### src/rtl/cmie_pkg.sv
// shared types, constants and helpers of the card machine instruction executor
package cmie_pkg;

  localparam int unsigned MEM_WORDS_DEF  = 100;
  localparam int unsigned CARD_WORDS_DEF = 10;

  localparam logic [31:0] SPACES = 32'h2020_2020;
  localparam logic [7:0]  CH_G   = "G";
  localparam logic [7:0]  CH_D   = "D";
  localparam logic [7:0]  CH_P   = "P";
  localparam logic [7:0]  CH_H   = "H";
  localparam logic [7:0]  CH_L   = "L";
  localparam logic [7:0]  CH_S   = "S";
  localparam logic [7:0]  CH_C   = "C";
  localparam logic [7:0]  CH_R   = "R";
  localparam logic [7:0]  CH_B   = "B";
  localparam logic [7:0]  CH_T   = "T";
  localparam logic [7:0]  CH_0   = "0";
  localparam logic [7:0]  CH_9   = "9";

  typedef enum logic [2:0] {
    FUNC_CLEAR  = 3'd0,
    FUNC_LOAD   = 3'd1,
    FUNC_EXEC   = 3'd2,
    FUNC_DATA   = 3'd3,
    FUNC_NODATA = 3'd4
  } func_e;

  typedef enum logic [2:0] {
    ST_DONE    = 3'd0,
    ST_AWAIT   = 3'd1,
    ST_HALTED  = 3'd2,
    ST_NODATA  = 3'd3,
    ST_PRINT   = 3'd4,
    ST_FAULT   = 3'd5,
    ST_IGNORED = 3'd6
  } status_e;

  typedef enum logic [2:0] {
    OP_GD, OP_PD, OP_H, OP_LR, OP_SR, OP_CR, OP_BT, OP_NONE
  } op_e;

  typedef enum logic [2:0] {
    RD_WADDR, RD_IC, RD_OPADDR, RD_FILL, RD_PD
  } rd_sel_e;

  typedef enum logic [1:0] {
    WR_LOAD, WR_FILL, WR_STORE
  } wr_sel_e;

  typedef struct packed {
    logic [2:0]  func;
    logic [6:0]  word_address;
    logic [31:0] word_value;
    logic [2:0]  byte_count;
    logic        card_end;
  } cmie_in_t;

  typedef struct packed {
    logic [2:0]  status;
    logic [31:0] out_word;
    logic [6:0]  counter_after;
    logic        last;
  } cmie_out_t;

  // controller to datapath
  typedef struct packed {
    logic    capture;
    logic    clear;
    logic    mem_rd;
    rd_sel_e rd_sel;
    logic    mem_wr;
    wr_sel_e wr_sel;
    logic    ir_load;
    logic    gp_load;
    logic    tog_load;
    logic    ic_adv;
    logic    ic_branch;
    logic    fill_set;
    logic    fill_inc;
    logic    pd_set;
    logic    pd_inc;
    logic    emit;
    status_e emit_status;
    logic    emit_mem;
    logic    emit_last;
  } cmie_cmd_t;

  // datapath to controller
  typedef struct packed {
    logic [2:0] func;
    logic       load_fault;
    logic       card_end;
    logic       fill_room;
    op_e        op;
    logic       op_ok;
    logic       toggle;
    logic       pd_last;
    logic       out_free;
  } cmie_sts_t;

  // overwrite the leading characters of a word
  function automatic logic [31:0] put_bytes(logic [31:0] old, logic [31:0] val,
                                            logic [2:0] cnt);
    logic [31:0] res;
    res = old;
    for (int i = 0; i < 4; i++) begin
      if (cnt > 3'(i)) begin
        res[31-8*i -: 8] = val[31-8*i -: 8];
      end
    end
    return res;
  endfunction

endpackage

### src/rtl/cmie_ram.sv
// generic single write port ram with registered read
module cmie_ram #(
  parameter int unsigned WIDTH = 32,
  parameter int unsigned DEPTH = 100
) (
  input  logic                     clk_i,
  input  logic                     we_i,
  input  logic [$clog2(DEPTH)-1:0] waddr_i,
  input  logic [WIDTH-1:0]         wdata_i,
  input  logic                     re_i,
  input  logic [$clog2(DEPTH)-1:0] raddr_i,
  output logic [WIDTH-1:0]         rdata_o
);

  logic [WIDTH-1:0] mem_q [DEPTH];
  logic [WIDTH-1:0] rdata_q;

  // write port and registered read port
  always_ff @(posedge clk_i) begin
    if (we_i) begin
      mem_q[waddr_i] <= wdata_i;
    end
    if (re_i) begin
      rdata_q <= mem_q[raddr_i];
    end
  end

  assign rdata_o = rdata_q;

endmodule

### src/rtl/cmie_datapath.sv
// datapath: store, registers, decode and output register
module cmie_datapath #(
  parameter int unsigned MEM_WORDS  = cmie_pkg::MEM_WORDS_DEF,
  parameter int unsigned CARD_WORDS = cmie_pkg::CARD_WORDS_DEF
) (
  input  logic                clk_i,
  input  logic                rst_ni,
  input  cmie_pkg::cmie_cmd_t cmd_i,
  output cmie_pkg::cmie_sts_t sts_o,
  input  cmie_pkg::cmie_in_t  in_data_i,
  output logic                out_valid_o,
  input  logic                out_stall_i,
  output cmie_pkg::cmie_out_t out_data_o
);
  import cmie_pkg::*;

  localparam int unsigned IW = $clog2(MEM_WORDS);

  cmie_in_t        item_q;
  logic [31:0]     ir_q, gp_q;
  logic [6:0]      ic_q, fp_q, fl_q, pd_q, pl_q;
  logic            tog_q;
  logic [MEM_WORDS-1:0] valid_q;
  logic            rdv_q;
  logic            out_valid_q;
  cmie_out_t       out_q;

  logic [31:0]     rdata, rd_eff, wdata;
  logic [6:0]      rd_addr, wr_addr, op_addr, ic_inc, lim;
  logic [7:0]      lim_sum;
  logic [7:0]      c0, c1, c2, c3;
  logic            d2_ok, d3_ok;
  op_e             op;

  // read data of a never written word is all spaces
  assign rd_eff = rdv_q ? rdata : SPACES;

  // instruction decode
  assign c0 = ir_q[31:24];
  assign c1 = ir_q[23:16];
  assign c2 = ir_q[15:8];
  assign c3 = ir_q[7:0];
  assign d2_ok = (c2 >= CH_0) && (c2 <= CH_9);
  assign d3_ok = (c3 >= CH_0) && (c3 <= CH_9);
  assign op_addr = 7'((c2 - CH_0) * 8'd10 + (c3 - CH_0));

  always_comb begin
    op = OP_NONE;
    if (c0 == CH_G && c1 == CH_D) begin
      op = OP_GD;
    end else if (c0 == CH_P && c1 == CH_D) begin
      op = OP_PD;
    end else if (c0 == CH_H) begin
      op = OP_H;
    end else if (c0 == CH_L && c1 == CH_R) begin
      op = OP_LR;
    end else if (c0 == CH_S && c1 == CH_R) begin
      op = OP_SR;
    end else if (c0 == CH_C && c1 == CH_R) begin
      op = OP_CR;
    end else if (c0 == CH_B && c1 == CH_T) begin
      op = OP_BT;
    end
  end

  // card window end, clipped to the end of memory
  assign lim_sum = {1'b0, op_addr} + 8'(CARD_WORDS);
  assign lim = (lim_sum > 8'(MEM_WORDS)) ? 7'(MEM_WORDS) : lim_sum[6:0];

  // counter advance with wrap
  assign ic_inc = ({1'b0, ic_q} + 8'd1 >= 8'(MEM_WORDS)) ? 7'd0 : ic_q + 7'd1;

  // memory address and data selection
  always_comb begin
    case (cmd_i.rd_sel)
      RD_WADDR:  rd_addr = item_q.word_address;
      RD_IC:     rd_addr = ic_q;
      RD_OPADDR: rd_addr = op_addr;
      RD_FILL:   rd_addr = fp_q;
      RD_PD:     rd_addr = pd_q;
      default:   rd_addr = ic_q;
    endcase
    case (cmd_i.wr_sel)
      WR_LOAD: begin
        wr_addr = item_q.word_address;
        wdata   = put_bytes(rd_eff, item_q.word_value, item_q.byte_count);
      end
      WR_FILL: begin
        wr_addr = fp_q;
        wdata   = put_bytes(rd_eff, item_q.word_value, item_q.byte_count);
      end
      WR_STORE: begin
        wr_addr = op_addr;
        wdata   = gp_q;
      end
      default: begin
        wr_addr = op_addr;
        wdata   = gp_q;
      end
    endcase
  end

  cmie_ram #(
    .WIDTH(32),
    .DEPTH(MEM_WORDS)
  ) u_store (
    .clk_i  (clk_i),
    .we_i   (cmd_i.mem_wr),
    .waddr_i(wr_addr[IW-1:0]),
    .wdata_i(wdata),
    .re_i   (cmd_i.mem_rd),
    .raddr_i(rd_addr[IW-1:0]),
    .rdata_o(rdata)
  );

  // machine state registers
  always_ff @(posedge clk_i or negedge rst_ni) begin
    if (!rst_ni) begin
      gp_q    <= SPACES;
      ic_q    <= '0;
      tog_q   <= 1'b0;
      fp_q    <= '0;
      fl_q    <= '0;
      valid_q <= '0;
    end else if (cmd_i.clear) begin
      gp_q    <= SPACES;
      ic_q    <= '0;
      tog_q   <= 1'b0;
      fp_q    <= '0;
      fl_q    <= '0;
      valid_q <= '0;
    end else begin
      if (cmd_i.mem_wr) begin
        valid_q[wr_addr[IW-1:0]] <= 1'b1;
      end
      if (cmd_i.gp_load) begin
        gp_q <= rd_eff;
      end
      if (cmd_i.tog_load) begin
        tog_q <= (gp_q == rd_eff);
      end
      if (cmd_i.ic_branch) begin
        ic_q <= op_addr;
      end else if (cmd_i.ic_adv) begin
        ic_q <= ic_inc;
      end
      if (cmd_i.fill_set) begin
        fp_q <= op_addr;
        fl_q <= lim;
      end else if (cmd_i.fill_inc) begin
        fp_q <= fp_q + 7'd1;
      end
    end
  end

  // item, instruction, print window and read valid registers
  always_ff @(posedge clk_i) begin
    if (cmd_i.capture) begin
      item_q <= in_data_i;
    end
    if (cmd_i.ir_load) begin
      ir_q <= rd_eff;
    end
    if (cmd_i.pd_set) begin
      pd_q <= op_addr;
      pl_q <= lim;
    end else if (cmd_i.pd_inc) begin
      pd_q <= pd_q + 7'd1;
    end
    if (cmd_i.mem_rd) begin
      rdv_q <= valid_q[rd_addr[IW-1:0]];
    end
  end

  // output register
  always_ff @(posedge clk_i or negedge rst_ni) begin
    if (!rst_ni) begin
      out_valid_q <= 1'b0;
    end else if (cmd_i.emit) begin
      out_valid_q <= 1'b1;
    end else if (!out_stall_i) begin
      out_valid_q <= 1'b0;
    end
  end

  always_ff @(posedge clk_i) begin
    if (cmd_i.emit) begin
      out_q.status        <= cmd_i.emit_status;
      out_q.out_word      <= cmd_i.emit_mem ? rd_eff : 32'd0;
      out_q.counter_after <= ic_q;
      out_q.last          <= cmd_i.emit_last;
    end
  end

  assign out_valid_o = out_valid_q;
  assign out_data_o  = out_q;

  // status towards the controller
  assign sts_o.func       = item_q.func;
  assign sts_o.load_fault = {1'b0, item_q.word_address} >= 8'(MEM_WORDS);
  assign sts_o.card_end   = item_q.card_end;
  assign sts_o.fill_room  = fp_q < fl_q;
  assign sts_o.op         = op;
  assign sts_o.op_ok      = d2_ok && d3_ok && ({1'b0, op_addr} < 8'(MEM_WORDS));
  assign sts_o.toggle     = tog_q;
  assign sts_o.pd_last    = (pd_q + 7'd1) == pl_q;
  assign sts_o.out_free   = !out_valid_q || !out_stall_i;

endmodule

### src/rtl/cmie_ctrl.sv
// controller: sequencing of requests and run mode
module cmie_ctrl (
  input  logic                clk_i,
  input  logic                rst_ni,
  input  logic                in_valid_i,
  output logic                in_stall_o,
  input  cmie_pkg::cmie_sts_t sts_i,
  output cmie_pkg::cmie_cmd_t cmd_o
);
  import cmie_pkg::*;

  typedef enum logic [3:0] {
    S_IDLE, S_DISPATCH, S_LD_WR, S_FILL_WR, S_DATA_END, S_FETCH, S_DECODE,
    S_OPDONE, S_PD_RD, S_PD_EMIT, S_EMIT
  } state_e;

  typedef enum logic [1:0] {
    MODE_IDLE, MODE_WAIT, MODE_HALT
  } mode_e;

  state_e  state_q, state_d;
  mode_e   mode_q, mode_d;
  status_e status_q, status_d;

  assign in_stall_o = (state_q != S_IDLE);

  // next state and commands
  always_comb begin
    cmd_o       = '0;
    cmd_o.rd_sel      = RD_IC;
    cmd_o.wr_sel      = WR_STORE;
    cmd_o.emit_status = ST_DONE;
    state_d  = state_q;
    mode_d   = mode_q;
    status_d = status_q;
    case (state_q)
      S_IDLE: begin
        if (in_valid_i) begin
          cmd_o.capture = 1'b1;
          state_d = S_DISPATCH;
        end
      end
      S_DISPATCH: begin
        state_d  = S_EMIT;
        status_d = ST_IGNORED;
        case (sts_i.func)
          FUNC_CLEAR: begin
            cmd_o.clear = 1'b1;
            mode_d   = MODE_IDLE;
            status_d = ST_DONE;
          end
          FUNC_LOAD: begin
            if (mode_q != MODE_WAIT) begin
              if (sts_i.load_fault) begin
                status_d = ST_FAULT;
              end else begin
                cmd_o.mem_rd = 1'b1;
                cmd_o.rd_sel = RD_WADDR;
                state_d = S_LD_WR;
              end
            end
          end
          FUNC_EXEC: begin
            if (mode_q == MODE_IDLE) begin
              cmd_o.mem_rd = 1'b1;
              cmd_o.rd_sel = RD_IC;
              state_d = S_FETCH;
            end
          end
          FUNC_DATA: begin
            if (mode_q == MODE_WAIT) begin
              if (sts_i.fill_room) begin
                cmd_o.mem_rd = 1'b1;
                cmd_o.rd_sel = RD_FILL;
                state_d = S_FILL_WR;
              end else begin
                state_d = S_DATA_END;
              end
            end
          end
          FUNC_NODATA: begin
            if (mode_q == MODE_WAIT) begin
              mode_d   = MODE_HALT;
              status_d = ST_NODATA;
            end
          end
          default: status_d = ST_IGNORED;
        endcase
      end
      S_LD_WR: begin
        cmd_o.mem_wr = 1'b1;
        cmd_o.wr_sel = WR_LOAD;
        status_d = ST_DONE;
        state_d  = S_EMIT;
      end
      S_FILL_WR: begin
        cmd_o.mem_wr   = 1'b1;
        cmd_o.wr_sel   = WR_FILL;
        cmd_o.fill_inc = 1'b1;
        state_d = S_DATA_END;
      end
      S_DATA_END: begin
        if (sts_i.card_end) begin
          mode_d = MODE_IDLE;
          cmd_o.ic_adv = 1'b1;
          status_d = ST_DONE;
        end else begin
          status_d = ST_AWAIT;
        end
        state_d = S_EMIT;
      end
      S_FETCH: begin
        cmd_o.ir_load = 1'b1;
        state_d = S_DECODE;
      end
      S_DECODE: begin
        state_d  = S_EMIT;
        status_d = ST_DONE;
        if (!sts_i.op_ok && sts_i.op != OP_H && sts_i.op != OP_NONE) begin
          status_d = ST_FAULT;
        end else begin
          case (sts_i.op)
            OP_GD: begin
              cmd_o.fill_set = 1'b1;
              mode_d   = MODE_WAIT;
              status_d = ST_AWAIT;
            end
            OP_PD: begin
              cmd_o.pd_set = 1'b1;
              cmd_o.ic_adv = 1'b1;
              state_d = S_PD_RD;
            end
            OP_H: begin
              mode_d   = MODE_HALT;
              status_d = ST_HALTED;
            end
            OP_LR, OP_CR: begin
              cmd_o.mem_rd = 1'b1;
              cmd_o.rd_sel = RD_OPADDR;
              state_d = S_OPDONE;
            end
            OP_SR: begin
              cmd_o.mem_wr = 1'b1;
              cmd_o.wr_sel = WR_STORE;
              cmd_o.ic_adv = 1'b1;
            end
            OP_BT: begin
              cmd_o.ic_branch = sts_i.toggle;
              cmd_o.ic_adv    = !sts_i.toggle;
            end
            default: cmd_o.ic_adv = 1'b1;
          endcase
        end
      end
      S_OPDONE: begin
        cmd_o.gp_load  = (sts_i.op == OP_LR);
        cmd_o.tog_load = (sts_i.op != OP_LR);
        cmd_o.ic_adv   = 1'b1;
        status_d = ST_DONE;
        state_d  = S_EMIT;
      end
      S_PD_RD: begin
        cmd_o.mem_rd = 1'b1;
        cmd_o.rd_sel = RD_PD;
        state_d = S_PD_EMIT;
      end
      S_PD_EMIT: begin
        if (sts_i.out_free) begin
          cmd_o.emit        = 1'b1;
          cmd_o.emit_status = ST_PRINT;
          cmd_o.emit_mem    = 1'b1;
          cmd_o.emit_last   = sts_i.pd_last;
          if (sts_i.pd_last) begin
            state_d = S_IDLE;
          end else begin
            cmd_o.pd_inc = 1'b1;
            state_d = S_PD_RD;
          end
        end
      end
      S_EMIT: begin
        if (sts_i.out_free) begin
          cmd_o.emit        = 1'b1;
          cmd_o.emit_status = status_q;
          cmd_o.emit_last   = 1'b1;
          state_d = S_IDLE;
        end
      end
      default: state_d = S_IDLE;
    endcase
  end

  // state, run mode and pending status
  always_ff @(posedge clk_i or negedge rst_ni) begin
    if (!rst_ni) begin
      state_q  <= S_IDLE;
      mode_q   <= MODE_IDLE;
      status_q <= ST_DONE;
    end else begin
      state_q  <= state_d;
      mode_q   <= mode_d;
      status_q <= status_d;
    end
  end

endmodule

### src/rtl/card_machine_instruction_executor.sv
// top level of the card machine instruction executor
//
// Input channel: in_valid_i / in_stall_o carry one request (func, word
// address, word value, byte count, card end); a request is taken on a
// rising edge with valid high and stall low. Output channel: out_valid_o /
// out_stall_i carry result words (status, printed word, counter, last).
// One request is worked on at a time; in_stall_o is low only while the
// controller is idle. A request giving one result reaches the output
// register after its controller states (execute of LR or CR is longest:
// dispatch, fetch read, decode, operand read, emit). A PD instruction
// prints up to CARD_WORDS words, one store read per printed word.
// The output register lets a new request be taken while the last result
// still waits; a stalled receiver holds the result and the controller
// waits before writing the next one.
// Reset (and a clear-job request) empties the store to spaces through
// per-word valid bits at once, clears the counter, toggle, register and
// run mode; no clearing pass is needed.
module card_machine_instruction_executor #(
  parameter int unsigned MEM_WORDS  = cmie_pkg::MEM_WORDS_DEF,
  parameter int unsigned CARD_WORDS = cmie_pkg::CARD_WORDS_DEF
) (
  input  logic                clk_i,
  input  logic                rst_ni,
  input  logic                in_valid_i,
  output logic                in_stall_o,
  input  cmie_pkg::cmie_in_t  in_data_i,
  output logic                out_valid_o,
  input  logic                out_stall_i,
  output cmie_pkg::cmie_out_t out_data_o
);
  import cmie_pkg::*;

  cmie_cmd_t cmd;
  cmie_sts_t sts;

  // sequencing
  cmie_ctrl u_ctrl (
    .clk_i     (clk_i),
    .rst_ni    (rst_ni),
    .in_valid_i(in_valid_i),
    .in_stall_o(in_stall_o),
    .sts_i     (sts),
    .cmd_o     (cmd)
  );

  // store and registers
  cmie_datapath #(
    .MEM_WORDS (MEM_WORDS),
    .CARD_WORDS(CARD_WORDS)
  ) u_datapath (
    .clk_i      (clk_i),
    .rst_ni     (rst_ni),
    .cmd_i      (cmd),
    .sts_o      (sts),
    .in_data_i  (in_data_i),
    .out_valid_o(out_valid_o),
    .out_stall_i(out_stall_i),
    .out_data_o (out_data_o)
  );

endmodule
### config.mk
export PLATFORM = sky130hd
export DESIGN_NAME = card_machine_instruction_executor
export DESIGN_NICKNAME = d
export VERILOG_FILES = /design/src/rtl/cmie_pkg.sv /design/src/rtl/cmie_ram.sv /design/src/rtl/cmie_datapath.sv /design/src/rtl/cmie_ctrl.sv /design/src/rtl/card_machine_instruction_executor.sv
export SDC_FILE = /design/constraint.sdc
export NUM_CORES = 2
export LEC_CHECK = 0
export BUFFER_PORTS_ARGS = -buffer_cell sky130_fd_sc_hd__buf_2
export CORE_ASPECT_RATIO = 1.2
export CORE_MARGIN = 2
export CORE_UTILIZATION = 66
export CTS_BUF_LIST = sky130_fd_sc_hd__clkbuf_4
export CTS_CLUSTER_SIZE = 8
export DETAILED_ROUTE_END_ITERATION = 12
export GPL_ROUTABILITY_DRIVEN = 0
export GPL_TIMING_DRIVEN = 1
export HOLD_SLACK_MARGIN = 0.06
export PLACE_DENSITY_LB_ADDON = 0.15
export SYNTH_ARGS = -nofsm -noshare
export SYNTH_HDL_FRONTEND = slang
export SYNTH_HIERARCHICAL = 1
export SYNTH_SLANG_ARGS = --single-unit
### constraint.sdc
create_clock -name clk_i -period 16.45 [get_ports clk_i]
set_clock_uncertainty 0.2 [all_clocks]
set_input_delay 3.29 -clock clk_i [delete_from_list [all_inputs] [get_ports clk_i]]
set_output_delay 3.29 -clock clk_i [all_outputs]
set_load 0.01 [all_outputs]
==> flow_summary.ini <==
[clock_tree]
clock-sinks = 3532
numCtsBuffers = 806
clk_pin_slew_worst_paths_ns = 0.08
root_buffer = clkbuf_4
cts_tree = built
cts_max_path_buffers = 4
postCtsSetupRepairBufs = 0
cts.hold.buffers_added = 0
h-tree-depth = 6
cts_resized = 0
clk_latency_ns = 1.45

[die]
dieArea_mm2 = 0.214
start_util_pct = 66.4
core.rowCount = 184
io_pins = 95
die_y_um = 507
fp.coreArea_mm2 = 0.209
fp.dieW_um = 423

[critical_path]
critPathLaunch = u_datapath/ir_q[11]
cp-start-kind = flop
timing.rr.end = u_datapath/u_store/rdata_o[24]
path_class = reg2reg
crit_required_ns = 17.44
reg2reg_slack_ns = 5.36
cp_data_arrival_time_ns = 12.09
cp-end-kind = flop
rr_startpoint = u_datapath/ir_q[11]
reg2regPathDepth = 24
cp_max_fo = 84

[timing]
fin_crit_sh_pct = 67.4
timing.final.ws_setup_ns = 5.36
hold_violations = 0
hold_ws_ns = 0.296
max_freq_mhz = 90.1
rsz0062_at_grt = no
slew_viol_final = 44
min_period_ns = 11.09
worst_pin_slew_ns = 1.59
maxSlewHeadroom_pct = -6.37
setup_tns_ns = 0
setup_viol = 0

[routing]
drt_iter0_drc = 12334
via_count = 77899
viasPerCell = 6.94
drc = 0
antenna_left = 0
wl_per_cell_um = 35.2
first_pass_iters = 7
drt_wl_total_um = 395000

[layout]
syn_to_final_growth_pct = 11.3
fill_cells = 11981
layout_common_cells = 3368 x edfxtp_1, 1175 x clkbuf_4, 729 x mux4_2
final_common_cell = edfxtp_1
final_nets = 7848
stdcell_area_mm2 = 0.155
register_area_mm2 = 0.105
drive_gt1_share_pct = 30.4
multi_input_area_mm2 = 0.0325
fin_util_pct = 73.9

[synth]
yosys.area_share.adder_pct = 0.254
synthMuxAreaShare_pct = 14.5
yosysSeqAreaShare_pct = 75.8
synth_compound_area_share_pct = 3.83
synth_top_family_by_area = multiplexers
synth-xor-area-share_pct = 0.416
yosys.area_share.simple_pct = 3.43
ys.flop_type = edfxtp_1
synth_top_area_share_pct = 72.8
avgSynthCellArea_um2 = 19.8
synth_warnings = 6
synth_edf_count = 3368
synth_cells = 7027
synth_cell_type_count = 98
syn_nets = 7104
synth-async-reset-ratio_pct = 4.64
yosys.area.top_type = edfxtp_1
synth_seq_cells = 3532
synthTopCellsByArea = edfxtp_1 73%, mux4_2 12%, dfrtp_1 2.9%
syn_area_mm2 = 0.139

[hold_path]
hold_path_end = u_datapath/valid_q[14]
hold_depth = 2
timing.hold.worst.class = reg2reg
min-delay-start = u_datapath/valid_q[14]

[power]
pwr_density_cell_mw_per_mm2 = 218
peakVddDrop_v = 0.000259
p_leak_nw = 50.9

[placed_design]
place_area_mm2 = 0.144
port_buffers = 94
dp_hpwl_um = 222000
place_ws_ns = 5.37

[global_routing]
antenna_found_initial = 34
grt_pass1_vias = 77025
grt_pass1_wl_um = 555000
grt_usage_pct = 37.1
grt_max_degree = 108
overflow = 0

[run_status]
violations = max-capacitance violations, max-slew violations
status = finished with violations

[flow_run]
max_cap_violations = 3
[worst max-delay path, cell delays in order (launching register included)]
cell and delay, ns:
edfxtp_1 0.44, ha_1 0.32, ha_1 0.14, inv_1 0.05, fa_1 0.49, inv_1 0.06
ha_1 0.28, ha_1 0.35, a21oi_1 0.17, xnor2_1 0.09, buf_4 0.18, a31oi_1 0.52
nand3_1 0.25, o21ai_1 0.94, nor2b_1 0.66, a22oi_2 0.12, a21o_4 0.51, inv_16 0.50
buf_4 0.74, buf_4 0.76, mux4_2 0.35, o21ai_0 0.12, a2111oi_2 1.33, o21ai_0 0.84
nand3_1 0.29
[flip-flops by register name, summed over array words and instances, names as in the netlist, 32 cells and up]
register	cells
u_datapath/ir_q	32
u_datapath/u_store/rdata_o	32
u_datapath/u_store/mem_q	3200
u_datapath/gp_q	32
u_datapath/item_q	42
u_datapath/out_data_o	43
u_datapath/valid_q	100
[synthesized netlist by cell type (all sizes together), types with 5 or more instances]
cell / count
o221ai: 10
inv: 45
buf: 212
a211oi: 31
a221oi: 46
o21ai: 177
edfxtp: 3368
nor2: 388
or3: 5
nor2b: 40
o21a: 5
or2: 7
mux2i: 359
a311oi: 5
and3: 36
o22ai: 28
o211ai: 12
clkbuf: 210
a22o: 9
nand2: 237
nand4: 46
a2111oi: 9
xor2: 14
o32ai: 6
o22a: 5
and2: 53
a22oi: 199
o2111ai: 13
nand2b: 37
a21oi: 169
ha: 25
a31oi: 26
a41oi: 8
xnor2: 52
nand4b: 5
nand3: 103
a211o: 8
nor3: 49
a21o: 9
dfrtp: 160
mux4: 730
mux2: 15
nor4: 8
[report_power, final]
group	total [W]	switching (W)	leakage [nW]	internal, W
combinational	0.0154	0.00996	12.0	0.00539
clock	0.00705	0.00339	6.24	0.00366
sequential	0.0113	0.000282	32.6	0.0110
[how the worst max path moves through the flow]
stage,end,slack [ns],depth (start not counted)
4_1_cts,u_datapath/u_store/rdata_o[1],5.40,25
2_1_floorplan,u_datapath/u_store/mem_q[0][1],9.77,7
3_3_place_gp,u_datapath/u_store/rdata_o[24],4.81,24
6_report,u_datapath/u_store/rdata_o[24],5.36,24
5_1_grt,u_datapath/u_store/rdata_o[21],4.82,26
3_5_place_dp,u_datapath/u_store/rdata_o[1],5.37,25
[logic make-up (layout without fill, tap and decap cells)]
group	Yosys count	count (layout)
AO/OA/AOI/OAI	800	800
XOR/XNOR	66	66
adder cells (fa/ha/maj)	27	27
buffers and inverters	471	1861
flip-flops	3532	3532
multiplexers	1104	1104
other	0	21
AND/OR/NAND/NOR	1027	1027
[layout make-up]
cell class | instances | area share [%]
Sequential cell | 3532 | 68.1
Multi-Input combinational cell | 3024 | 21.0
Clock buffer | 1175 | 5.70
Tap cell | 2790 | 2.26
Timing Repair Buffer | 358 | 1.66
Clock inverter | 279 | 1.14
Inverter | 49 | 0.149
Antenna cell | 21 | 0.0340
[metrics by stage]
stage / instances / power, W
finish: 11228 / 0.0337
global route: 11209 / 0.0345
CTS: 11205 / 0.0334
detailed placement: 9751 / 0.0264
global placement: 9743 / 0.0261
floorplan: 7027 / 0.0209
[metal layers]
metal / vias up / GRT usage, % / share of wire (%) / routed length, µm
met1: 39376 / 48.7 / 32 / 128000
met2: 6442 / 56.3 / 47 / 184000
met4: 14 / 23.1 / 7.0 / 27700
met5: - / 0 / 0.021 / 83
met3: 1144 / 9.79 / 14 / 55100
li1: 30923 / - / - / -
No activity file was read; power rests on OpenSTA's default activity.
